===== src/hdl/tcle_pkg.sv =====
package tcle_pkg;

  // Character codes that the editor reacts to.
  localparam logic [7:0] CH_BSLASH = 8'h5C;
  localparam logic [7:0] CH_N      = 8'h6E;
  localparam logic [7:0] CH_CR     = 8'h0D;
  localparam logic [7:0] CH_LF     = 8'h0A;
  localparam logic [7:0] CH_FF     = 8'h0C;
  localparam logic [7:0] CH_BS     = 8'h08;

  // Request queue between the front and back parts.
  localparam int QUEUE_DEPTH = 4;
  localparam int QUEUE_AW    = 2;
  localparam int QUEUE_CW    = 3;

  typedef struct packed {
    logic [7:0] char_in;
    logic       final_char;
  } in_req_t;

  typedef struct packed {
    logic [7:0] char_out;
    logic       run_end;
    logic       text_empty;
    logic       overflowed;
  } out_res_t;

  // Buffer operation that the back part carries out for one request.
  typedef enum logic [2:0] {
    OP_PUT    = 3'd0,
    OP_CR     = 3'd1,
    OP_CLEAR  = 3'd2,
    OP_BS_DEL = 3'd3,
    OP_BS_PUT = 3'd4
  } edit_op_t;

  typedef struct packed {
    logic       pre_bslash;
    edit_op_t   op;
    logic [7:0] ch;
    logic       fin;
  } edit_req_t;

  typedef struct packed {
    logic empty;
    logic full;
  } q_status_t;

endpackage


===== src/hdl/text_control_char_line_editor.sv =====
// Character line editor. Raise start with one character on in_data; the request is taken
// at a clock edge where busy is low. Requests flow into a four-entry queue, so busy rises
// only when that queue is full. The back part handles an ordinary character in its op
// state, passes a pre state first when a broken backslash escape must be stored, and a
// carriage return spends a read state and a check state on every character it walks
// back over on its way to the previous newline, since the text buffer read is registered.
// On a request marked final the buffer is sent out one character per cycle, or a single
// result flagged text_empty when nothing is stored. Each result is shown on out_data for
// exactly one cycle while out_valid is high, and the receiver cannot stall it. The escape
// enable register is written through cfg_valid/cfg_data and comes out of reset set; write
// it only while no request is in flight.
module text_control_char_line_editor import tcle_pkg::*; #(
  parameter int BUF_DEPTH = 64
) (
  input  logic     clk,
  input  logic     rst_n,
  input  logic     start,
  output logic     busy,
  input  in_req_t  in_data,
  output logic     out_valid,
  output out_res_t out_data,
  input  logic     cfg_valid,
  output logic     cfg_ready,
  input  logic     cfg_data
);

  logic      esc_en_r, esc_en_nxt;
  logic      push;
  logic      pop;
  edit_req_t push_data;
  edit_req_t head;
  q_status_t q_stat;

  // The single configuration register is always ready to be written.
  assign cfg_ready  = 1'b1;
  assign esc_en_nxt = (cfg_valid && cfg_ready) ? cfg_data : esc_en_r;

  always_ff @(posedge clk) begin
    if (!rst_n) begin
      esc_en_r <= 1'b1;
    end else begin
      esc_en_r <= esc_en_nxt;
    end
  end

  // The front part resolves escapes and classifies each character into a buffer
  // operation, so the back part never has to look at raw input history.
  tcle_front u_front (
    .clk       (clk),
    .rst_n     (rst_n),
    .start     (start),
    .in_data   (in_data),
    .esc_en    (esc_en_r),
    .q_stat    (q_stat),
    .busy      (busy),
    .push      (push),
    .push_data (push_data)
  );

  tcle_queue u_queue (
    .clk       (clk),
    .rst_n     (rst_n),
    .push      (push),
    .push_data (push_data),
    .pop       (pop),
    .head      (head),
    .q_stat    (q_stat)
  );

  // The back part owns the text buffer, the carriage return walk and the output run.
  tcle_back #(
    .BUF_DEPTH (BUF_DEPTH)
  ) u_back (
    .clk       (clk),
    .rst_n     (rst_n),
    .q_stat    (q_stat),
    .head      (head),
    .pop       (pop),
    .out_valid (out_valid),
    .out_data  (out_data)
  );

  // An empty-buffer result is always the whole run.
  a_empty_is_last: assert property (@(posedge clk) disable iff (!rst_n)
    out_valid && out_data.text_empty |-> out_data.run_end)
    else $error("empty result not marked as end of run");

  // A new run needs a fresh request to be executed, so runs never abut.
  a_run_gap: assert property (@(posedge clk) disable iff (!rst_n)
    out_valid && out_data.run_end |=> !out_valid)
    else $error("result strobe directly after end of run");

  // The back part only takes a request that is really in the queue.
  a_pop_nonempty: assert property (@(posedge clk) disable iff (!rst_n)
    pop |-> !q_stat.empty)
    else $error("queue popped while empty");

endmodule


===== src/hdl/tcle_front.sv =====
module tcle_front import tcle_pkg::*; (
  input  logic      clk,
  input  logic      rst_n,
  input  logic      start,
  input  in_req_t   in_data,
  input  logic      esc_en,
  input  q_status_t q_stat,
  output logic      busy,
  output logic      push,
  output edit_req_t push_data
);

  logic       esc_pend_r, esc_pend_nxt;
  logic [7:0] prev_r, prev_nxt;
  logic       seen_r, seen_nxt;
  logic       accept;
  edit_op_t   cls_op;
  logic [7:0] c;
  logic       fin;

  assign c      = in_data.char_in;
  assign fin    = in_data.final_char;
  assign busy   = q_stat.full;
  assign accept = start && !busy;

  // Plain classification of a raw character into a buffer operation.
  always_comb begin
    if (c == CH_CR) begin
      cls_op = OP_CR;
    end else if (c == CH_FF) begin
      cls_op = fin ? OP_PUT : OP_CLEAR;
    end else if (c == CH_BS) begin
      cls_op = (seen_r && prev_r != CH_LF) ? OP_BS_DEL : OP_BS_PUT;
    end else begin
      cls_op = OP_PUT;
    end
  end

  always_comb begin
    push_data = '{pre_bslash: 1'b0, op: cls_op, ch: c, fin: fin};
    push      = accept;
    if (esc_pend_r) begin
      if (c == CH_BSLASH) begin
        push_data.op = OP_PUT;
        push_data.ch = CH_BSLASH;
      end else if (c == CH_N) begin
        push_data.op = OP_PUT;
        push_data.ch = CH_LF;
      end else begin
        push_data.pre_bslash = 1'b1;
      end
    end else if (esc_en && c == CH_BSLASH && !fin) begin
      push = 1'b0;
    end
  end

  always_comb begin
    esc_pend_nxt = esc_pend_r;
    prev_nxt     = prev_r;
    seen_nxt     = seen_r;
    if (accept) begin
      if (fin) begin
        esc_pend_nxt = 1'b0;
        prev_nxt     = '0;
        seen_nxt     = 1'b0;
      end else begin
        esc_pend_nxt = !esc_pend_r && esc_en && c == CH_BSLASH;
        prev_nxt     = c;
        seen_nxt     = 1'b1;
      end
    end
  end

  always_ff @(posedge clk) begin
    if (!rst_n) begin
      esc_pend_r <= 1'b0;
      prev_r     <= '0;
      seen_r     <= 1'b0;
    end else begin
      esc_pend_r <= esc_pend_nxt;
      prev_r     <= prev_nxt;
      seen_r     <= seen_nxt;
    end
  end

endmodule


===== src/hdl/tcle_queue.sv =====
module tcle_queue import tcle_pkg::*; (
  input  logic      clk,
  input  logic      rst_n,
  input  logic      push,
  input  edit_req_t push_data,
  input  logic      pop,
  output edit_req_t head,
  output q_status_t q_stat
);

  edit_req_t            slot_r [QUEUE_DEPTH];
  logic [QUEUE_AW-1:0]  wr_ptr_r, wr_ptr_nxt;
  logic [QUEUE_AW-1:0]  rd_ptr_r, rd_ptr_nxt;
  logic [QUEUE_CW-1:0]  count_r, count_nxt;

  assign head         = slot_r[rd_ptr_r];
  assign q_stat.empty = (count_r == '0);
  assign q_stat.full  = (count_r == QUEUE_CW'(QUEUE_DEPTH));

  always_comb begin
    wr_ptr_nxt = push ? wr_ptr_r + QUEUE_AW'(1) : wr_ptr_r;
    rd_ptr_nxt = pop ? rd_ptr_r + QUEUE_AW'(1) : rd_ptr_r;
    count_nxt  = count_r + QUEUE_CW'(push) - QUEUE_CW'(pop);
  end

  always_ff @(posedge clk) begin
    if (push) begin
      slot_r[wr_ptr_r] <= push_data;
    end
  end

  always_ff @(posedge clk) begin
    if (!rst_n) begin
      wr_ptr_r <= '0;
      rd_ptr_r <= '0;
      count_r  <= '0;
    end else begin
      wr_ptr_r <= wr_ptr_nxt;
      rd_ptr_r <= rd_ptr_nxt;
      count_r  <= count_nxt;
    end
  end

endmodule


===== src/hdl/tcle_back.sv =====
module tcle_back import tcle_pkg::*; #(
  parameter int BUF_DEPTH = 64
) (
  input  logic      clk,
  input  logic      rst_n,
  input  q_status_t q_stat,
  input  edit_req_t head,
  output logic      pop,
  output logic      out_valid,
  output out_res_t  out_data
);

  localparam int AW = (BUF_DEPTH > 1) ? $clog2(BUF_DEPTH) : 1;
  localparam int LW = $clog2(BUF_DEPTH + 1);

  typedef enum logic [5:0] {
    S_IDLE   = 6'b000001,
    S_PRE    = 6'b000010,
    S_OP     = 6'b000100,
    S_CR_RD  = 6'b001000,
    S_CR_CHK = 6'b010000,
    S_EMIT   = 6'b100000
  } back_state_t;

  back_state_t   state_r, state_nxt;
  edit_req_t     cur_r, cur_nxt;
  logic [LW-1:0] len_r, len_nxt;
  logic [LW-1:0] walk_r, walk_nxt;
  logic [LW-1:0] walk_dec;
  logic [AW-1:0] idx_r, idx_nxt;
  logic          ovf_r, ovf_nxt;
  logic          full;

  logic [7:0]    buf_mem [BUF_DEPTH];
  logic [7:0]    rdata_r;
  logic          we;
  logic [AW-1:0] wa, ra;
  logic [7:0]    wd;

  logic          rd_v_r, rd_v_nxt;
  logic          rd_last_r, rd_last_nxt;
  logic          rd_empty_r, rd_empty_nxt;
  logic          rd_ovf_r, rd_ovf_nxt;

  assign full     = (len_r == LW'(BUF_DEPTH));
  assign walk_dec = walk_r - LW'(1);

  assign out_valid = rd_v_r;
  assign out_data  = '{char_out:   rd_empty_r ? 8'd0 : rdata_r,
                       run_end:    rd_last_r,
                       text_empty: rd_empty_r,
                       overflowed: rd_ovf_r};

  always_comb begin
    state_nxt    = state_r;
    cur_nxt      = cur_r;
    len_nxt      = len_r;
    walk_nxt     = walk_r;
    idx_nxt      = idx_r;
    ovf_nxt      = ovf_r;
    pop          = 1'b0;
    we           = 1'b0;
    wa           = len_r[AW-1:0];
    wd           = cur_r.ch;
    ra           = idx_r;
    rd_v_nxt     = 1'b0;
    rd_last_nxt  = 1'b0;
    rd_empty_nxt = 1'b0;
    rd_ovf_nxt   = ovf_r;
    unique case (state_r)
      S_IDLE: begin
        if (!q_stat.empty) begin
          pop       = 1'b1;
          cur_nxt   = head;
          state_nxt = head.pre_bslash ? S_PRE : S_OP;
        end
      end
      S_PRE: begin
        // Backslash left over from an escape that did not complete.
        wd = CH_BSLASH;
        if (full) begin
          ovf_nxt = 1'b1;
        end else begin
          we      = 1'b1;
          len_nxt = len_r + LW'(1);
        end
        state_nxt = S_OP;
      end
      S_OP: begin
        case (cur_r.op)
          OP_PUT: begin
            if (full) begin
              ovf_nxt = 1'b1;
            end else begin
              we      = 1'b1;
              len_nxt = len_r + LW'(1);
            end
          end
          OP_BS_PUT: begin
            if (len_r != '0) begin
              if (full) begin
                ovf_nxt = 1'b1;
              end else begin
                we      = 1'b1;
                len_nxt = len_r + LW'(1);
              end
            end
          end
          OP_BS_DEL: begin
            if (len_r != '0) begin
              len_nxt = len_r - LW'(1);
            end
          end
          OP_CLEAR: begin
            len_nxt = '0;
          end
          OP_CR: begin
            walk_nxt = len_r;
          end
          default: begin
          end
        endcase
        if (cur_r.op == OP_CR) begin
          state_nxt = S_CR_RD;
        end else begin
          state_nxt = cur_r.fin ? S_EMIT : S_IDLE;
        end
      end
      S_CR_RD: begin
        if (walk_r == '0) begin
          len_nxt   = '0;
          state_nxt = cur_r.fin ? S_EMIT : S_IDLE;
        end else begin
          ra        = walk_dec[AW-1:0];
          state_nxt = S_CR_CHK;
        end
      end
      S_CR_CHK: begin
        if (rdata_r == CH_LF) begin
          len_nxt   = walk_r;
          state_nxt = cur_r.fin ? S_EMIT : S_IDLE;
        end else begin
          walk_nxt  = walk_dec;
          state_nxt = S_CR_RD;
        end
      end
      S_EMIT: begin
        rd_v_nxt = 1'b1;
        if (len_r == '0) begin
          rd_last_nxt  = 1'b1;
          rd_empty_nxt = 1'b1;
          ovf_nxt      = 1'b0;
          idx_nxt      = '0;
          state_nxt    = S_IDLE;
        end else begin
          ra          = idx_r;
          rd_last_nxt = (LW'(idx_r) + LW'(1) == len_r);
          if (rd_last_nxt) begin
            len_nxt   = '0;
            ovf_nxt   = 1'b0;
            idx_nxt   = '0;
            state_nxt = S_IDLE;
          end else begin
            idx_nxt = idx_r + AW'(1);
          end
        end
      end
      default: begin
        state_nxt = S_IDLE;
      end
    endcase
  end

  always_ff @(posedge clk) begin
    if (we) begin
      buf_mem[wa] <= wd;
    end
    rdata_r <= buf_mem[ra];
  end

  always_ff @(posedge clk) begin
    cur_r      <= cur_nxt;
    walk_r     <= walk_nxt;
    rd_last_r  <= rd_last_nxt;
    rd_empty_r <= rd_empty_nxt;
    rd_ovf_r   <= rd_ovf_nxt;
  end

  always_ff @(posedge clk) begin
    if (!rst_n) begin
      state_r <= S_IDLE;
      len_r   <= '0;
      idx_r   <= '0;
      ovf_r   <= 1'b0;
      rd_v_r  <= 1'b0;
    end else begin
      state_r <= state_nxt;
      len_r   <= len_nxt;
      idx_r   <= idx_nxt;
      ovf_r   <= ovf_nxt;
      rd_v_r  <= rd_v_nxt;
    end
  end

endmodule


===== config.mk =====
export PLATFORM = sky130hd
export DESIGN_NAME = text_control_char_line_editor
export DESIGN_NICKNAME = d
export VERILOG_FILES = /design/src/hdl/tcle_pkg.sv /design/src/hdl/text_control_char_line_editor.sv /design/src/hdl/tcle_front.sv /design/src/hdl/tcle_queue.sv /design/src/hdl/tcle_back.sv
export SDC_FILE = /design/constraint.sdc
export NUM_CORES = 1
export LEC_CHECK = 0
export BUFFER_PORTS_ARGS = -buffer_cell sky130_fd_sc_hd__buf_2
export CAP_MARGIN = 30
export CORE_ASPECT_RATIO = 0.7
export CORE_MARGIN = 4
export CORE_UTILIZATION = 46
export DETAILED_ROUTE_END_ITERATION = 10
export PLACE_DENSITY = 0.67
export SLEW_MARGIN = 20
export SYNTH_ARGS = -nofsm -noshare
export SYNTH_HDL_FRONTEND = slang
export SYNTH_SLANG_ARGS = --single-unit
export TNS_END_PERCENT = 10

===== constraint.sdc =====
create_clock -name clk -period 8.9 [get_ports clk]
set_input_delay 0.89 -clock clk [delete_from_list [all_inputs] [get_ports clk]]
set_output_delay 0.89 -clock clk [all_outputs]
set_load 0.02 [all_outputs]

== After elaboration in Yosys (flattened, before gate mapping) ==
Memory sizes are Yosys's and may differ from the RTL's. A register that Yosys moved wholly into a read port is not among the register bits.
Index checks and enable logic that the tools add are counted.

* Reduce and logical (&&, ||, !) cells: 22
* Bitwise operators: 1
* Mux-type cells: 63
* $add $sub $neg: 9
* Eq/ne operators: 32

{| class="wikitable"
|+ Operators with widths
! cell !! number
|-
| $mux 6 || 11
|-
| $mux 7 || 9
|-
| $pmux 6 s6 || 1
|-
| $pmux 7 s5 || 1
|-
| $eq 8x4->1 const B || 4
|-
| $pmux 7 s4 || 1
|-
| $mux 8 || 3
|-
| $mux 11 || 2
|-
| $mux 1 || 21
|-
| $eq 8x7->1 const B || 2
|-
| $mux 3 || 5
|-
| $logic_not 7->1 || 2
|-
| $pmux 7 s2 || 1
|-
| $sub 7x1->7 const B || 2
|-
| $mux 12 || 1
|-
| $ne 2x1->1 const B || 4
|-
| $ne 8x4->1 const B || 1
|-
| $reduce_and 8->1 || 1
|-
| $add 6x1->7 const B || 1
|-
| $add 7x1->7 const B || 1
|-
| $eq 7x7->1 || 1
|-
| $eq 7x7->1 const B || 1
|-
| $reduce_bool 7->1 || 1
|-
| $add 6x1->6 const B || 1
|-
| other kinds (30) || 49
|}

* Bits in registers: 61
* Bits in writable memories: 564
* Output and inout bits: 14
* Memories kept: 2

{| class="wikitable"
|+ Memory list
! name !! depth !! bits a word !! read ports !! clocked after memory_dff !! write ports !! line !! text
|-
| u_back.buf_mem || 64 || 8 || 1 || 1 || 1 || tcle_back.sv:34 || <nowiki>logic [7:0] buf_mem [BUF_DEPTH];</nowiki>
|-
| u_queue.slot_r || 4 || 13 || 1 || 1 || 1 || tcle_queue.sv:11 || <nowiki>edit_req_t slot_r [QUEUE_DEPTH];</nowiki>
|}

== Logic depth before layout (Yosys ltp) ==
* Depth after elaboration: 9
* Gate-level depth with buffers: 15
* Gate-level depth less buffers: 11

== Modules after synthesis ==
From an unflattened synthesis, not the netlist that was laid out.

* Cells, all modules: 1,805
* Area total of the unflattened synthesis: 26,131.3 um2

{| class="wikitable"
|+ By module, submodules not included
! module !! seq. area each (um2) !! area an instance (um2) !! cells an instance !! instances
|-
| tcle_back || 16,585.9 || 23,105.9 || 1,611 || 1
|-
| tcle_queue || 1,741.7 || 2,324.7 || 110 || 1
|-
| tcle_front || 200.2 || 655.6 || 79 || 1
|-
| text_control_char_line_editor || 20.0 || 45.0 || 5 || 1
|}

== Worst setup path after synthesis ==
No wires, ideal clock.

* Kind: flip-flop to flip-flop
* From: register u_back.walk_r[0]
* To: register u_back.rdata_r[0], read port of u_back.buf_mem
* Setup slack: 5.899 ns
* Arrival: 2.873 ns
* Library setup time: 0.128 ns
* Stages on the path, launching flop included: 15
* Required time: 8.772 ns
* Path through: edfxtp_1 clkbuf_1 inv_1 ha_1 clkbuf_2 nor3b_4 a211oi_4 mux2i_1 buf_4 buf_2 mux2i_1 o22ai_1 o21ai_0 and4_1 nand4_1

* Longest elaborated chain between the ends: 3
* Elaborated cells between the ends (all ways): 4

{| class="wikitable"
|+ Ends and longest elaborated chain
! element !! line !! text
|-
| from (decl) || tcle_back.sv:28 || <nowiki>logic [LW-1:0] walk_r, walk_nxt;</nowiki>
|-
| from (signal assigned) || tcle_back.sv:183 || <nowiki>walk_r <= walk_nxt;</nowiki>
|-
| $sub 7x1->7 / $logic_not 7->1 (equally long branches) || tcle_back.sv:46, tcle_back.sv:130 ||
|-
| $mux 6 (*) || tcle_back.sv:130 || <nowiki>if (walk_r == '0) begin</nowiki>
|-
| $mux 6 (*) || -- ||
|-
| to (decl) || tcle_back.sv:35 || <nowiki>logic [7:0] rdata_r;</nowiki>
|}

Mark *: on every way between the ends. The rest lies on a longest branch, timed or not.
A chain may end at the register's enable or synchronous reset.

== Final worst setup path ==
* From: register u_back.walk_r[0]
* To: register u_back.rdata_r[4], read port of u_back.buf_mem

Same word-level chain as after synthesis.

==> summary.txt <==
pwr/cell area: 254 nW/um^2
drt drc: 0
Most used DFF post-synth: edfxtp_1
largest net degree at the start of global routing: 129
crit start category: flop
drt pass-1 iters: 5
gr ovfl total: 0
# clock sinks: 635
Post-CTS Hold Fix Bufs: 0
IO Port Bufs: 26
Cell Area, Placed: 26600 sq um
CTS tree: built
critical path arrival: 5380 ps
Worst Hold Class: flop to flop
post-route ant nets: 0
register area share after synthesis: 71.7%
worst-margin pin slew: 1020 ps
register area: 18500 sq um
final net count: 1818
post-synthesis simple-gate area fraction: 10.1%
Max Fclk: 0.204 GHz
initial antenna violation count: 0
Mapped Area: 25900 sq um
Peak VDD IR: 0.179 mV
WP data required: 9390 ps
vias per cell: 5.96
ranking of synthesized cells by area: edfxtp_1 68%, mux2i_1 6.7%, dfxtp_1 4.0%, nand2_1 3.1%, nor2_1 1.8%
clk slew on worst S/H paths: 60 ps
final period utilization: 55.0%
fraction of layout cells with a size suffix above 1: 10.0%
setup TNS: 0 ps
max-slew violations: 0
fillcell total: 4543
Ports: 28
Multi-input gate area: 6760 sq um
Worst Clk Skew: 42.2 ps
Worst path slowest cell: a211oi_4
total number of vias: 15400
Final HPWL DP: 38900 um
Max Cap Violations: 0
1st-iter DRT viols: 1944
core area: 55400 sq um
synth unique cells: 69
count of final setup violators: 0
post-synthesis mux area share: 7.86%
Buf+Inv Stages, Crit Path: 3
post-route cell area: 28700 sq um
Pleak: 9.21 nW
critical path type: flop to flop
main combinational cell family by area after synthesis: simple AND/OR/NAND/NOR gates
H-tree levels: 2
Root Buffer: clkbuf_16
post-CTS sizing: 0
xor-xnor portion of the synthesized cell area: 0.900%
Die ar.: 60200 sq um
Post-synth EDFFs: 583
Top delay family on crit path: compound AO/OA/AOI/OAI gates
min Tclk post-route: 4890 ps
DR WL/cell: 24.2 um
FFs w/ async S/R, synth: 0%
Synth area leader: edfxtp_1
routed wire length: 62500 um
Slew headroom: 31.7%
routability cong.: 0.910
GRT Util Overall: 20.5%
DIE WIDTH: 291 um
Initial Utilization: 46.7%
critical path capture point type: flop
number of post-CTS setup repair buffers: 0
Die Y: 206 um
status: finished, final reports clean
Post-Syn Area per Cell: 14.5 sq um
share of the synthesized area in the top cell type: 67.7%
final hold vios: 0
vias in the first global route: 14500
Syn. warnings: 0
Layout area overhead: 10.8%
FF+latch count, synth: 635
worst skew pair latency: 640 ps
area share of fa/ha/maj cells after synthesis: 0.561%
Cells after Synth: 1787
critical path cell sequence: inv_1, ha_1, nor3b_4, a211oi_4, mux2i_4, buf_4, buf_16, mux2i_1, o22ai_1, o21ai_0, and4_1, nand4_1
crit-path max FO: 37
syn nets: 1812
first-pass GRT wire length: 93500 um
Compound-Gate Fraction of Synth Area: 6.35%
unrepaired setup endpoints after global routing: no
max incr delay on CP: 840 ps
Max clock buf depth: 3
total CTS buffers: 59
FP Rows: 72
[worst paths after layout]
kind / start / end / slack, ps / cells past startpoint
max: u_back.walk_r[0]$_DFFE_PP_ / u_back.rdata_r[4]$_DFF_P_ / 4010 / 12
min: u_back.ovf_r$_SDFFE_PN0P_ / u_back.rd_ovf_r$_DFF_P_ / 370 / 0
max reg2reg: u_back.walk_r[0]$_DFFE_PP_ / u_back.rdata_r[4]$_DFF_P_ / 4010 / 12
min reg2reg: u_back.ovf_r$_SDFFE_PN0P_ / u_back.rd_ovf_r$_DFF_P_ / 370 / 0
[power by group]
part / switching, W / internal [W] / total, W
Sequential: 0.0000697 / 0.00377 / 0.00384
Clock: 0.00110 / 0.00142 / 0.00252
Combinational: 0.000718 / 0.000209 / 0.000926
[cells in the final DEF, fill, tap and decap left out, types with 15 or more instances in the layout]
cell type  count
clkbuf_1      15
nor2b_1       21
nor2_1       121
inv_1         15
edfxtp_1     583
nand3_1       76
buf_4         25
o22ai_1       67
o21ai_0       52
clkbuf_16     61
a31oi_1       26
nand2_1      214
a21oi_1       27
nand4_1       25
mux2i_1      173
dfxtp_1       52
buf_2         26
a32oi_1       15
[through the flow]
| stage | util [%] | total power (W) | hold WS [ps] | std cells | setup WS, ps |
|---|---|---|---|---|---|
| final | 51.7 | 0.00728 | 368 | 2584 | 4010 |
| after global routing | 51.7 | 0.00753 | 378 | 2583 | 3680 |
| after CTS | 51.6 | 0.00731 | 367 | 2576 | 4000 |
| after detailed placement | 48.1 | 0.00482 | 354 | 2465 | 3980 |
| after global placement | 48.0 | 0.00478 | 344 | 2464 | 3680 |
| after floorplan | - | 0.00441 | 331 | 1787 | 5900 |
[area by class of cell]
cell class                 instances  share of cell area [%]
antenna                            1                 0.00873
clock buffer                      81                    5.76
clock inverter                    30                    1.01
inverter                          15                   0.196
multi-input combinational       1025                    23.6
sequential                       635                    64.7
tap                              740                    3.23
timing repair buffer              57                    1.48
[synth_stat cells (all sizes together) (6+ instances only)]
library cell and n:
a32oi 15, a211oi 8, a31oi 28, nor2 121, nor4b 6, ha 10, xnor2 14, inv 15
mux4 13, a222oi 11, nor2b 21, edfxtp 583, dfxtp 52, and3 12, o22ai 67, buf 58
mux2i 174, nand2 214, o21ai 56, a21oi 30, xor2 10, clkbuf 54, nor3b 11, nand4 25
nand3 76, nor3 11, and4 9, and2 18, nand2b 9
[sequential cells by signal (all words and copies together) (netlist names), 2 cells and up, named ones only]
| register | count |
|---|---|
| u_back.buf_mem | 512 |
| u_queue.slot_r | 52 |
| u_back.cur_r | 12 |
| u_back.rdata_r | 8 |
| u_front.prev_r | 8 |
| u_back.len_r | 7 |
| u_back.walk_r | 7 |
| u_back.idx_r | 6 |
| u_back.state_r | 6 |
| u_queue.count_r | 3 |
| u_queue.rd_ptr_r | 2 |
| u_queue.wr_ptr_r | 2 |
[worst register-to-register path, cell delays in order, from the launching register on]
cell and delay (ps):
edfxtp_1 580, inv_1 90, ha_1 300, nor3b_4 230, a211oi_4 840, mux2i_4 340, buf_4 480, buf_16 320
mux2i_1 280, o22ai_1 130, o21ai_0 770, and4_1 330, nand4_1 90
[routing by layer]
metal / vias up / track usage [%] / wire length [um]
met5: - / 0 / 0
met1: 7722 / 31.8 / 28300
li1: 6833 / - / -
met3: 107 / 4.74 / 6340
met4: 0 / 5.54 / 1550
met2: 736 / 29.1 / 26300
[cells by family (layout without fill, tap and decap cells)]
logic type / count (synthesis) / after routing
DFF: 635 / 635
adders and majority gates: 11 / 11
AOI/OAI and AO/OA: 246 / 246
buffers and inverters: 127 / 183
other: 1 / 2
muxes: 187 / 187
xor gates and xnor gates: 25 / 25
and+or+nand+nor: 555 / 555
Note: power is estimated with default switching activity, not from simulation.
